--- src/rtl/cphc_pkg.sv ---
// shared types, constants and helpers for the convex polygon half-plane clipper
// no dependencies; cphc_dp, cphc_ctrl and the top level import this package
package cphc_pkg;

    localparam int MAX_VERTS  = 64;
    localparam int RAM_DEPTH  = 2 * MAX_VERTS;
    localparam int ADDR_W     = $clog2(RAM_DEPTH);
    localparam int CNT_W      = 7;
    localparam int COORD_W    = 32;
    localparam int PROD_W     = 64;
    localparam int COEF_C_W   = 64;
    localparam int S_W        = 66;
    localparam int MAG_W      = 65;
    localparam int DEN_W      = 66;
    localparam int NUM_W      = 98;
    localparam int QMAG_W     = 97;
    localparam int AREA_ACC_W = 72;
    localparam int AREA_W     = 63;
    localparam int EPS_W      = 32;
    localparam int STEP_W     = $clog2(QMAG_W);
    localparam int CFG_IDX_W  = 2;

    localparam logic [1:0] KIND_BOX  = 2'd0;
    localparam logic [1:0] KIND_CLIP = 2'd1;
    localparam logic [1:0] KIND_EMIT = 2'd2;

    localparam logic [CFG_IDX_W-1:0] CFG_EPS      = 2'd0;
    localparam logic [CFG_IDX_W-1:0] CFG_BOX_LOW  = 2'd1;
    localparam logic [CFG_IDX_W-1:0] CFG_BOX_HIGH = 2'd2;

    typedef struct packed {
        logic [1:0]                 kind;
        logic signed [COORD_W-1:0]  coef_a;
        logic signed [COORD_W-1:0]  coef_b;
        logic signed [COEF_C_W-1:0] coef_c;
    } cphc_in_t;

    typedef struct packed {
        logic signed [COORD_W-1:0] vertex_x;
        logic signed [COORD_W-1:0] vertex_y;
        logic [CNT_W-1:0]          vertex_count;
        logic [AREA_W-1:0]         area;
        logic                      area_empty;
        logic                      overflow;
        logic                      last;
    } cphc_out_t;

    typedef enum logic [4:0] {
        ST_IDLE, ST_BOX, ST_RD, ST_LATCH, ST_SMUL_A, ST_SMUL_B, ST_SSUM, ST_EVAL,
        ST_CSETUP, ST_TERM1, ST_CSETUP2, ST_TERM2, ST_DSETUP, ST_DIV, ST_DDONE,
        ST_WRITE, ST_SHIFT, ST_CLIP_OUT, ST_AMUL1, ST_AMUL2, ST_AACC, ST_AFIN,
        ST_EMIT_OUT, ST_EMPTY_OUT
    } state_t;

    typedef enum logic [1:0] {
        PH_CLIP, PH_AREA, PH_EMIT
    } phase_t;

    typedef enum logic [4:0] {
        DP_NOP, DP_TAKE, DP_LATCH, DP_SMUL_A, DP_SMUL_B, DP_SSUM, DP_SHIFT,
        DP_CSETUP, DP_TERM1, DP_CSETUP2, DP_TERM2, DP_DSETUP, DP_DIV, DP_DDONE,
        DP_AMUL1, DP_AMUL2, DP_AACC, DP_AFIN
    } dp_op_t;

    typedef enum logic [1:0] {
        WR_BOX, WR_CUR, WR_CUT
    } wr_sel_t;

    typedef enum logic [1:0] {
        OUT_CLIP, OUT_VERT, OUT_EMPTY
    } out_sel_t;

    typedef struct packed {
        dp_op_t            op;
        logic              edge_sel;
        logic              coord_sel;
        logic [ADDR_W-1:0] rd_addr;
        logic              wr_en;
        logic [ADDR_W-1:0] wr_addr;
        wr_sel_t           wr_sel;
        logic [1:0]        corner;
        logic              out_load;
        out_sel_t          out_sel;
        logic              out_last;
        logic [CNT_W-1:0]  out_count;
        logic              out_ovf;
    } dp_cmd_t;

    typedef struct packed {
        logic in_half;
        logic pcut;
        logic ncut;
        logic out_free;
    } dp_stat_t;

    function automatic logic [ADDR_W-1:0] bank_addr(input logic bank,
                                                    input logic [CNT_W-1:0] idx);
        logic [ADDR_W-1:0] base;
        base = bank ? ADDR_W'(MAX_VERTS) : '0;
        return base + ADDR_W'(idx);
    endfunction

endpackage

--- src/rtl/cphc_ctrl.sv ---
// controller: state machine, vertex counters, polygon count, bank and overflow flag
// uses cphc_pkg; drives the datapath through dp_cmd_t and reads dp_stat_t
module cphc_ctrl
    import cphc_pkg::*;
(
    input  logic       clk,
    input  logic       rst_n,
    input  logic       item_valid,
    input  logic [1:0] item_kind,
    output logic       item_stall,
    input  dp_stat_t   stat,
    output dp_cmd_t    cmd
);

    state_t           state_reg, state_next;
    phase_t           phase_reg, phase_next;
    logic [CNT_W-1:0] n_reg, n_next;
    logic [CNT_W-1:0] i_reg, i_next;
    logic [CNT_W-1:0] cnt_reg, cnt_next;
    logic [1:0]       pre_reg, pre_next;
    logic [1:0]       k_reg, k_next;
    logic [STEP_W-1:0] step_reg, step_next;
    logic             bank_reg, bank_next;
    logic             ovf_reg, ovf_next;
    logic             edge_reg, edge_next;
    logic             coord_reg, coord_next;
    logic             ncut_reg, ncut_next;
    logic             wcut_reg, wcut_next;

    logic             take;
    logic             i_last;
    logic             room;
    logic [CNT_W-1:0] load_idx;

    assign take   = (state_reg == ST_IDLE) && item_valid;
    assign i_last = (i_reg + 1'b1) == n_reg;
    assign room   = cnt_reg < CNT_W'(MAX_VERTS);

    // clip preload phases fetch the last vertex then the first one; an emit preloads only the first
    always_comb
    begin
        if (phase_reg == PH_EMIT)
        begin
            load_idx = i_reg;
        end
        else if (pre_reg == 2'd0)
        begin
            load_idx = n_reg - 1'b1;
        end
        else if (pre_reg == 2'd1 || i_last)
        begin
            load_idx = '0;
        end
        else
        begin
            load_idx = i_reg + 1'b1;
        end
    end

    always_comb
    begin
        state_next = state_reg;
        unique case (state_reg)
            ST_IDLE:
            begin
                if (item_valid)
                begin
                    unique case (item_kind)
                        KIND_BOX:  state_next = ST_BOX;
                        KIND_CLIP: state_next = (n_reg == '0) ? ST_CLIP_OUT : ST_RD;
                        KIND_EMIT: state_next = (n_reg == '0) ? ST_EMPTY_OUT : ST_RD;
                        default:   state_next = ST_IDLE;
                    endcase
                end
            end
            ST_BOX:      state_next = (k_reg == 2'd3) ? ST_IDLE : ST_BOX;
            ST_RD:       state_next = ST_LATCH;
            ST_LATCH:
            begin
                unique case (phase_reg)
                    PH_CLIP: state_next = ST_SMUL_A;
                    PH_AREA: state_next = (pre_reg != 2'd2) ? ST_SHIFT : ST_AMUL1;
                    default: state_next = ST_EMIT_OUT;
                endcase
            end
            ST_SMUL_A:   state_next = ST_SMUL_B;
            ST_SMUL_B:   state_next = ST_SSUM;
            ST_SSUM:     state_next = (pre_reg != 2'd2) ? ST_SHIFT : ST_EVAL;
            ST_EVAL:
            begin
                priority if (stat.in_half)
                    state_next = ST_WRITE;
                else if (stat.pcut || stat.ncut)
                    state_next = ST_CSETUP;
                else
                    state_next = ST_SHIFT;
            end
            ST_CSETUP:   state_next = ST_TERM1;
            ST_TERM1:    state_next = (step_reg == STEP_W'(COORD_W-1)) ? ST_CSETUP2 : ST_TERM1;
            ST_CSETUP2:  state_next = ST_TERM2;
            ST_TERM2:    state_next = (step_reg == STEP_W'(COORD_W-1)) ? ST_DSETUP : ST_TERM2;
            ST_DSETUP:   state_next = ST_DIV;
            ST_DIV:      state_next = (step_reg == STEP_W'(QMAG_W-1)) ? ST_DDONE : ST_DIV;
            ST_DDONE:    state_next = coord_reg ? ST_WRITE : ST_CSETUP;
            ST_WRITE:
            begin
                state_next = (wcut_reg && !edge_reg && ncut_reg) ? ST_CSETUP : ST_SHIFT;
            end
            ST_SHIFT:
            begin
                if (pre_reg != 2'd2 || !i_last)
                    state_next = ST_RD;
                else
                    state_next = (phase_reg == PH_CLIP) ? ST_CLIP_OUT : ST_AFIN;
            end
            ST_CLIP_OUT: state_next = stat.out_free ? ST_IDLE : ST_CLIP_OUT;
            ST_AMUL1:    state_next = ST_AMUL2;
            ST_AMUL2:    state_next = ST_AACC;
            ST_AACC:     state_next = ST_SHIFT;
            ST_AFIN:     state_next = ST_RD;
            ST_EMIT_OUT:
            begin
                if (stat.out_free)
                    state_next = i_last ? ST_IDLE : ST_RD;
            end
            ST_EMPTY_OUT: state_next = stat.out_free ? ST_IDLE : ST_EMPTY_OUT;
            default:      state_next = ST_IDLE;
        endcase
    end

    // counters and architectural state
    always_comb
    begin
        phase_next = phase_reg;
        n_next     = n_reg;
        i_next     = i_reg;
        cnt_next   = cnt_reg;
        pre_next   = pre_reg;
        k_next     = k_reg;
        step_next  = step_reg;
        bank_next  = bank_reg;
        ovf_next   = ovf_reg;
        edge_next  = edge_reg;
        coord_next = coord_reg;
        ncut_next  = ncut_reg;
        wcut_next  = wcut_reg;
        unique case (state_reg)
            ST_IDLE:
            begin
                k_next   = '0;
                cnt_next = '0;
                i_next   = '0;
                if (item_kind == KIND_EMIT)
                begin
                    phase_next = PH_AREA;
                    pre_next   = 2'd1;
                end
                else
                begin
                    phase_next = PH_CLIP;
                    pre_next   = 2'd0;
                end
            end
            ST_BOX:
            begin
                k_next = k_reg + 1'b1;
                if (k_reg == 2'd3)
                begin
                    n_next   = CNT_W'(4);
                    ovf_next = 1'b0;
                end
            end
            ST_EVAL:
            begin
                coord_next = 1'b0;
                wcut_next  = !stat.in_half;
                edge_next  = !stat.pcut;
                ncut_next  = stat.pcut && stat.ncut;
            end
            ST_CSETUP, ST_CSETUP2, ST_DSETUP:
            begin
                step_next = '0;
            end
            ST_TERM1, ST_TERM2, ST_DIV:
            begin
                step_next = step_reg + 1'b1;
            end
            ST_DDONE:
            begin
                coord_next = 1'b1;
            end
            ST_WRITE:
            begin
                if (room)
                    cnt_next = cnt_reg + 1'b1;
                else
                    ovf_next = 1'b1;
                if (wcut_reg && !edge_reg && ncut_reg)
                begin
                    edge_next  = 1'b1;
                    coord_next = 1'b0;
                end
            end
            ST_SHIFT:
            begin
                if (pre_reg != 2'd2)
                    pre_next = pre_reg + 1'b1;
                else if (!i_last)
                    i_next = i_reg + 1'b1;
            end
            ST_CLIP_OUT:
            begin
                if (stat.out_free)
                begin
                    n_next    = cnt_reg;
                    bank_next = !bank_reg;
                end
            end
            ST_AFIN:
            begin
                phase_next = PH_EMIT;
                i_next     = '0;
            end
            ST_EMIT_OUT:
            begin
                if (stat.out_free && !i_last)
                    i_next = i_reg + 1'b1;
            end
            default: ;
        endcase
    end

    always_comb
    begin
        cmd           = '0;
        cmd.edge_sel  = edge_reg;
        cmd.coord_sel = coord_reg;
        cmd.rd_addr   = bank_addr(bank_reg, load_idx);
        cmd.corner    = k_reg;
        cmd.out_count = n_reg;
        cmd.out_ovf   = ovf_reg;
        item_stall    = (state_reg != ST_IDLE);
        unique case (state_reg)
            ST_IDLE:
            begin
                if (take)
                    cmd.op = DP_TAKE;
            end
            ST_BOX:
            begin
                cmd.wr_en   = 1'b1;
                cmd.wr_addr = bank_addr(bank_reg, CNT_W'(k_reg));
                cmd.wr_sel  = WR_BOX;
            end
            ST_LATCH:   cmd.op = DP_LATCH;
            ST_SMUL_A:  cmd.op = DP_SMUL_A;
            ST_SMUL_B:  cmd.op = DP_SMUL_B;
            ST_SSUM:    cmd.op = DP_SSUM;
            ST_CSETUP:  cmd.op = DP_CSETUP;
            ST_TERM1:   cmd.op = DP_TERM1;
            ST_CSETUP2: cmd.op = DP_CSETUP2;
            ST_TERM2:   cmd.op = DP_TERM2;
            ST_DSETUP:  cmd.op = DP_DSETUP;
            ST_DIV:     cmd.op = DP_DIV;
            ST_DDONE:   cmd.op = DP_DDONE;
            ST_WRITE:
            begin
                cmd.wr_en   = room;
                cmd.wr_addr = bank_addr(!bank_reg, cnt_reg);
                cmd.wr_sel  = wcut_reg ? WR_CUT : WR_CUR;
            end
            ST_SHIFT:   cmd.op = DP_SHIFT;
            ST_CLIP_OUT:
            begin
                cmd.out_load  = stat.out_free;
                cmd.out_sel   = OUT_CLIP;
                cmd.out_last  = 1'b1;
                cmd.out_count = cnt_reg;
            end
            ST_AMUL1:   cmd.op = DP_AMUL1;
            ST_AMUL2:   cmd.op = DP_AMUL2;
            ST_AACC:    cmd.op = DP_AACC;
            ST_AFIN:    cmd.op = DP_AFIN;
            ST_EMIT_OUT:
            begin
                cmd.out_load = stat.out_free;
                cmd.out_sel  = OUT_VERT;
                cmd.out_last = i_last;
            end
            ST_EMPTY_OUT:
            begin
                cmd.out_load  = stat.out_free;
                cmd.out_sel   = OUT_EMPTY;
                cmd.out_last  = 1'b1;
                cmd.out_count = '0;
            end
            default: ;
        endcase
    end

    always_ff @(posedge clk or negedge rst_n)
    begin
        if (!rst_n)
        begin
            state_reg <= ST_IDLE;
            phase_reg <= PH_CLIP;
            n_reg     <= '0;
            i_reg     <= '0;
            cnt_reg   <= '0;
            pre_reg   <= '0;
            k_reg     <= '0;
            step_reg  <= '0;
            bank_reg  <= 1'b0;
            ovf_reg   <= 1'b0;
            edge_reg  <= 1'b0;
            coord_reg <= 1'b0;
            ncut_reg  <= 1'b0;
            wcut_reg  <= 1'b0;
        end
        else
        begin
            state_reg <= state_next;
            phase_reg <= phase_next;
            n_reg     <= n_next;
            i_reg     <= i_next;
            cnt_reg   <= cnt_next;
            pre_reg   <= pre_next;
            k_reg     <= k_next;
            step_reg  <= step_next;
            bank_reg  <= bank_next;
            ovf_reg   <= ovf_next;
            edge_reg  <= edge_next;
            coord_reg <= coord_next;
            ncut_reg  <= ncut_next;
            wcut_reg  <= wcut_next;
        end
    end

endmodule

--- config.mk ---
export PLATFORM = sky130hd
export DESIGN_NAME = cphc_ctrl
export DESIGN_NICKNAME = d
export VERILOG_FILES = /design/src/rtl/cphc_pkg.sv /design/src/rtl/cphc_ctrl.sv
export SDC_FILE = /design/constraint.sdc
export NUM_CORES = 1
export LEC_CHECK = 0
export ABC_AREA = 1
export BUFFER_PORTS_ARGS = -buffer_cell sky130_fd_sc_hd__buf_2
export CORE_MARGIN = 5
export CORE_UTILIZATION = 54
export DETAILED_ROUTE_END_ITERATION = 8
export PLACE_DENSITY = 0.76
export SYNTH_ARGS = -nofsm -noshare
export SYNTH_HDL_FRONTEND = slang
export SYNTH_SLANG_ARGS = --single-unit
--- constraint.sdc ---
create_clock -name clk -period 2.3 [get_ports clk]
set_input_delay 0.23 -clock clk [delete_from_list [all_inputs] [get_ports clk]]
set_output_delay 0.23 -clock clk [all_outputs]
set_load 0.005 [all_outputs]
==> out/results.tsv <==
stage	metric	value	unit
finish	ratio of cells with drive above 1 in the final layout	22.42	%
timing	final worst path period share	106.3	%
global_route	pin count of the biggest net entering global routing	21	
die	chip width	88.29	µm
clock_network	CTS tree	built	
worst_setup_path	path depth of the worst reg2reg path	16	
place	Final Wtd Congestion	0.9463	
place	dpl cells	618	
clock_network	clk buf depth	2	
worst_setup_path	r2r setup slk	0.27	ns
power	worst vdd ir	0.0005087	V
finish	Nets	579	
drt	routed vias	3480	
power	total power	4.037	mW
synth	most numerous cell in the Yosys netlist	nand2_1	
clock_network	clk sinks	45	
power	Power Density	1021	nW/µm²
timing	final setup margin	-0.1449	ns
timing	Fmax	409.0	MHz
worst_setup_path	Worst setup EP type	primary output	
drt	DRT iter0 DRCs	301	
timing	Slew HR	68.02	%
power	clock share of power	13.2	%
status	failing checks	negative setup slack	
drt	vias per cell	5.463	
worst_hold_path	Endpoint, Worst Hold	ncut_reg	
synth	cell taking the most area after synthesis	dfrtp_1	
die	starting density of the core	55.57	%
global_route	vias in the first global route	3265	
worst_setup_path	Worst R2R Start	i_reg[1]	
place	dpl cell area	3641	µm²
die	core area	5956	µm²
global_route	GR Util met3	4.190	%
power	combinational cell fraction of total power	59.2	%
synth	post-synth top area share	34.03	%
status	status	complete, but fails checks	
worst_hold_path	Worst Hold Class	input pin to register	
synth	Post-synth EDFFs	0	
worst_setup_path	CP arrival	2.21	ns
clock_network	Num CTS Buffers	5	
worst_hold_path	hold depth	3	
die	row cnt	28	
finish	final std cells w/o fill	637	
timing	Hold Fails Final Rpt	0	
power	Switching Power	1.939	mW
worst_hold_path	Hold Crit Start	stat[1]	
die	DIE HEIGHT	88.29	µm
synth	Post-Syn Area per Cell	6.672	µm²
synth	Yosys Warn Count	0	
power	Sequential Power Share	27.6	%
power	Power Internal	2.098	mW
timing	final setup vio count	7	
finish	ant diodes	0	
finish	design area	3954	µm²
synth	syn nets	514	
drt	ANT nets after route	0	
worst_setup_path	critical path type	register to primary output	
synth	share of synthesized registers carrying an async set or reset	100.0	%
synth	Area contributors post-synth	dfrtp_1 34%, nand2_1 14%, inv_1 9.1%	
synth	Post-synth top cells	122 x nand2_1, 80 x inv_1, 58 x nor2_1	
timing	Final min period	2.445	ns
synth	Yosys cell types	36	
power	Switching Share	48.02	%
synth	Post-Syn Area	3309	µm²
drt	average wire per standard cell	14.26	µm
worst_setup_path	Reg2Reg Capture Point	i_reg[1]	
finish	Fill cells	540	
clock_network	Root Driver	clkbuf_8	
timing	Final Slew Violations	0	
worst_setup_path	Critical Path Fanout Max	6	
synth	Mapped Cells	496	
drt	Total Wirelength	9082	µm
place	placed wire-length estimate	6952	µm
global_route	GRT overflow	0	
drt	first drt pass iteration count	6	
global_route	grt met1 use	36.16	%
place	port bufs	47	
drt	post-route DRC violation count	0	
die	Die Area	7794	µm²
global_route	grt peak-use layer	met2	
clock_network	H-tree lvl count	2	
die	I/O Pins	48	
clock_network	clk_lat worst skew	0.31	ns
timing	Final Skew	0.009970	ns
synth	sequential area share after synthesis	34.03	%
power	leakage power	2.078	nW
synth	top_reg_cell synth	dfrtp_1	
run	max cap viols	0	
worst_setup_path	startpoint types	register	
global_route	antenna violations before repair	0	
timing	Final Hold Slack	0.1827	ns
clock_network	Reg clk slew, reported paths	0.09	ns
place	Place WS	0.1678	ns
timing	Least-Margin Pin Slew	0.4797	ns
global_route	first-pass GRT wire length	14970	µm
global_route	Global Route met2 Usage	37.39	%
timing	RSZ-0062 raised after global routing	yes	
synth	register bit total from synthesis	45	
finish	Syn-to-layout area delta	19.47	%
global_route	Total GRT Usage	24.22	%
worst_setup_path	CP Data Required Time	2.07	ns
==> cell families after synthesis <==
logic type / after synthesis / synth area share (%)
xor gates and xnor gates: 7 / 1.853
buffers and inverters: 92 / 11.15
DFF: 45 / 34.03
AOI/OAI and AO/OA: 89 / 15.99
and+or+nand+nor: 254 / 33.57
adders and majority gates: 9 / 3.403
==> critical path, cell delays in order, from the launching register on <==
cell and delay (ns):
dfrtp_1 0.43, buf_6 0.13, nand3_2 0.10, nor2_1 0.12
nand2_1 0.10, nand2_2 0.08, nand2_1 0.06, nand2_2 0.09
nor2_4 0.06, nand2_4 0.08, nand2_4 0.05, nor2_4 0.16
nand2_1 0.09, a22oi_1 0.20, buf_2 0.16
==> cells in the final DEF (no fill, tap or decap), drive strengths merged <==
master	synthesis	layout
clkinvlp	0	1
a31o	1	1
xnor2	1	1
o2111ai	2	2
nand4	7	7
nand3	34	34
nor3b	1	1
o32ai	2	2
a31oi	3	3
buf	5	64
a2111oi	1	1
o21ai	44	44
clkbuf	2	5
a22oi	5	5
xor2	6	6
ha	9	9
dfrtp	45	45
nor3	13	13
o22a	1	1
a21oi	14	14
dlygate4sd3	0	1
o211ai	3	3
nand2	129	129
o31ai	2	2
o22ai	11	11
nor4	1	1
inv	85	87
nor2	69	69
==> per-stage QoR <==
stage | TNS (ns) | util, %
after floorplan | 0 | -
after global placement | 0 | 61.13
after detailed placement | 0 | 61.13
after CTS | -0.07164 | 65.25
after global routing | -1.234 | 66.39
final | -0.3358 | 66.39
==> power groups by stage <==
stage	Clock (mW)	Sequential, mW	Combinational, mW
6_report	0.535	1.11	2.39
5_1_grt	0.579	1.14	2.63
4_1_cts	0.540	1.11	2.28
3_5_place_dp	0	1.11	2.10
3_3_place_gp	0	1.11	2.08
2_1_floorplan	0	1.10	1.48
==> metal layers <==
| layer | wire length [µm] | part of all wire [%] |
|---|---|---|
| met1 | 4256 | 47 |
| met5 | 0 | 0 |
| met2 | 4119 | 45 |
| met3 | 638 | 7.0 |
| met4 | 68 | 0.75 |
==> worst max-delay path by stage <==
stage               depth (start not counted)     start      end  slack (ns)
finish                                     14  i_reg[1]  cmd[26]       -0.14
global route                               14  i_reg[1]  cmd[26]       -0.22
CTS                                        14  i_reg[1]  cmd[26]       -0.03
detailed placement                         14  i_reg[1]  cmd[26]        0.17
global placement                           14  i_reg[0]  cmd[29]        0.23
floorplan                                  13  i_reg[0]  cmd[24]        0.40
==> what timing repair did <==
action,CTS,global route
resized for setup,17,17
hold endpoints to repair,18,0
hold buffers,1,0
cloned,0,0
pin swaps,10,9
setup buffers,7,3
setup endpoints to repair,9,15
==> layout make-up <==
class | count | area, µm² | share of cell area [%]
clock inverters | 3 | 25.02 | 0.6329
flip-flops and latches | 45 | 1129 | 28.54
repair buffers | 65 | 392.9 | 9.937
inverters | 85 | 319.1 | 8.070
multi-input cells | 359 | 1926 | 48.70
clock buffers | 5 | 68.82 | 1.741
well taps | 75 | 93.84 | 2.373
Note: power is estimated with default switching activity, not from simulation.
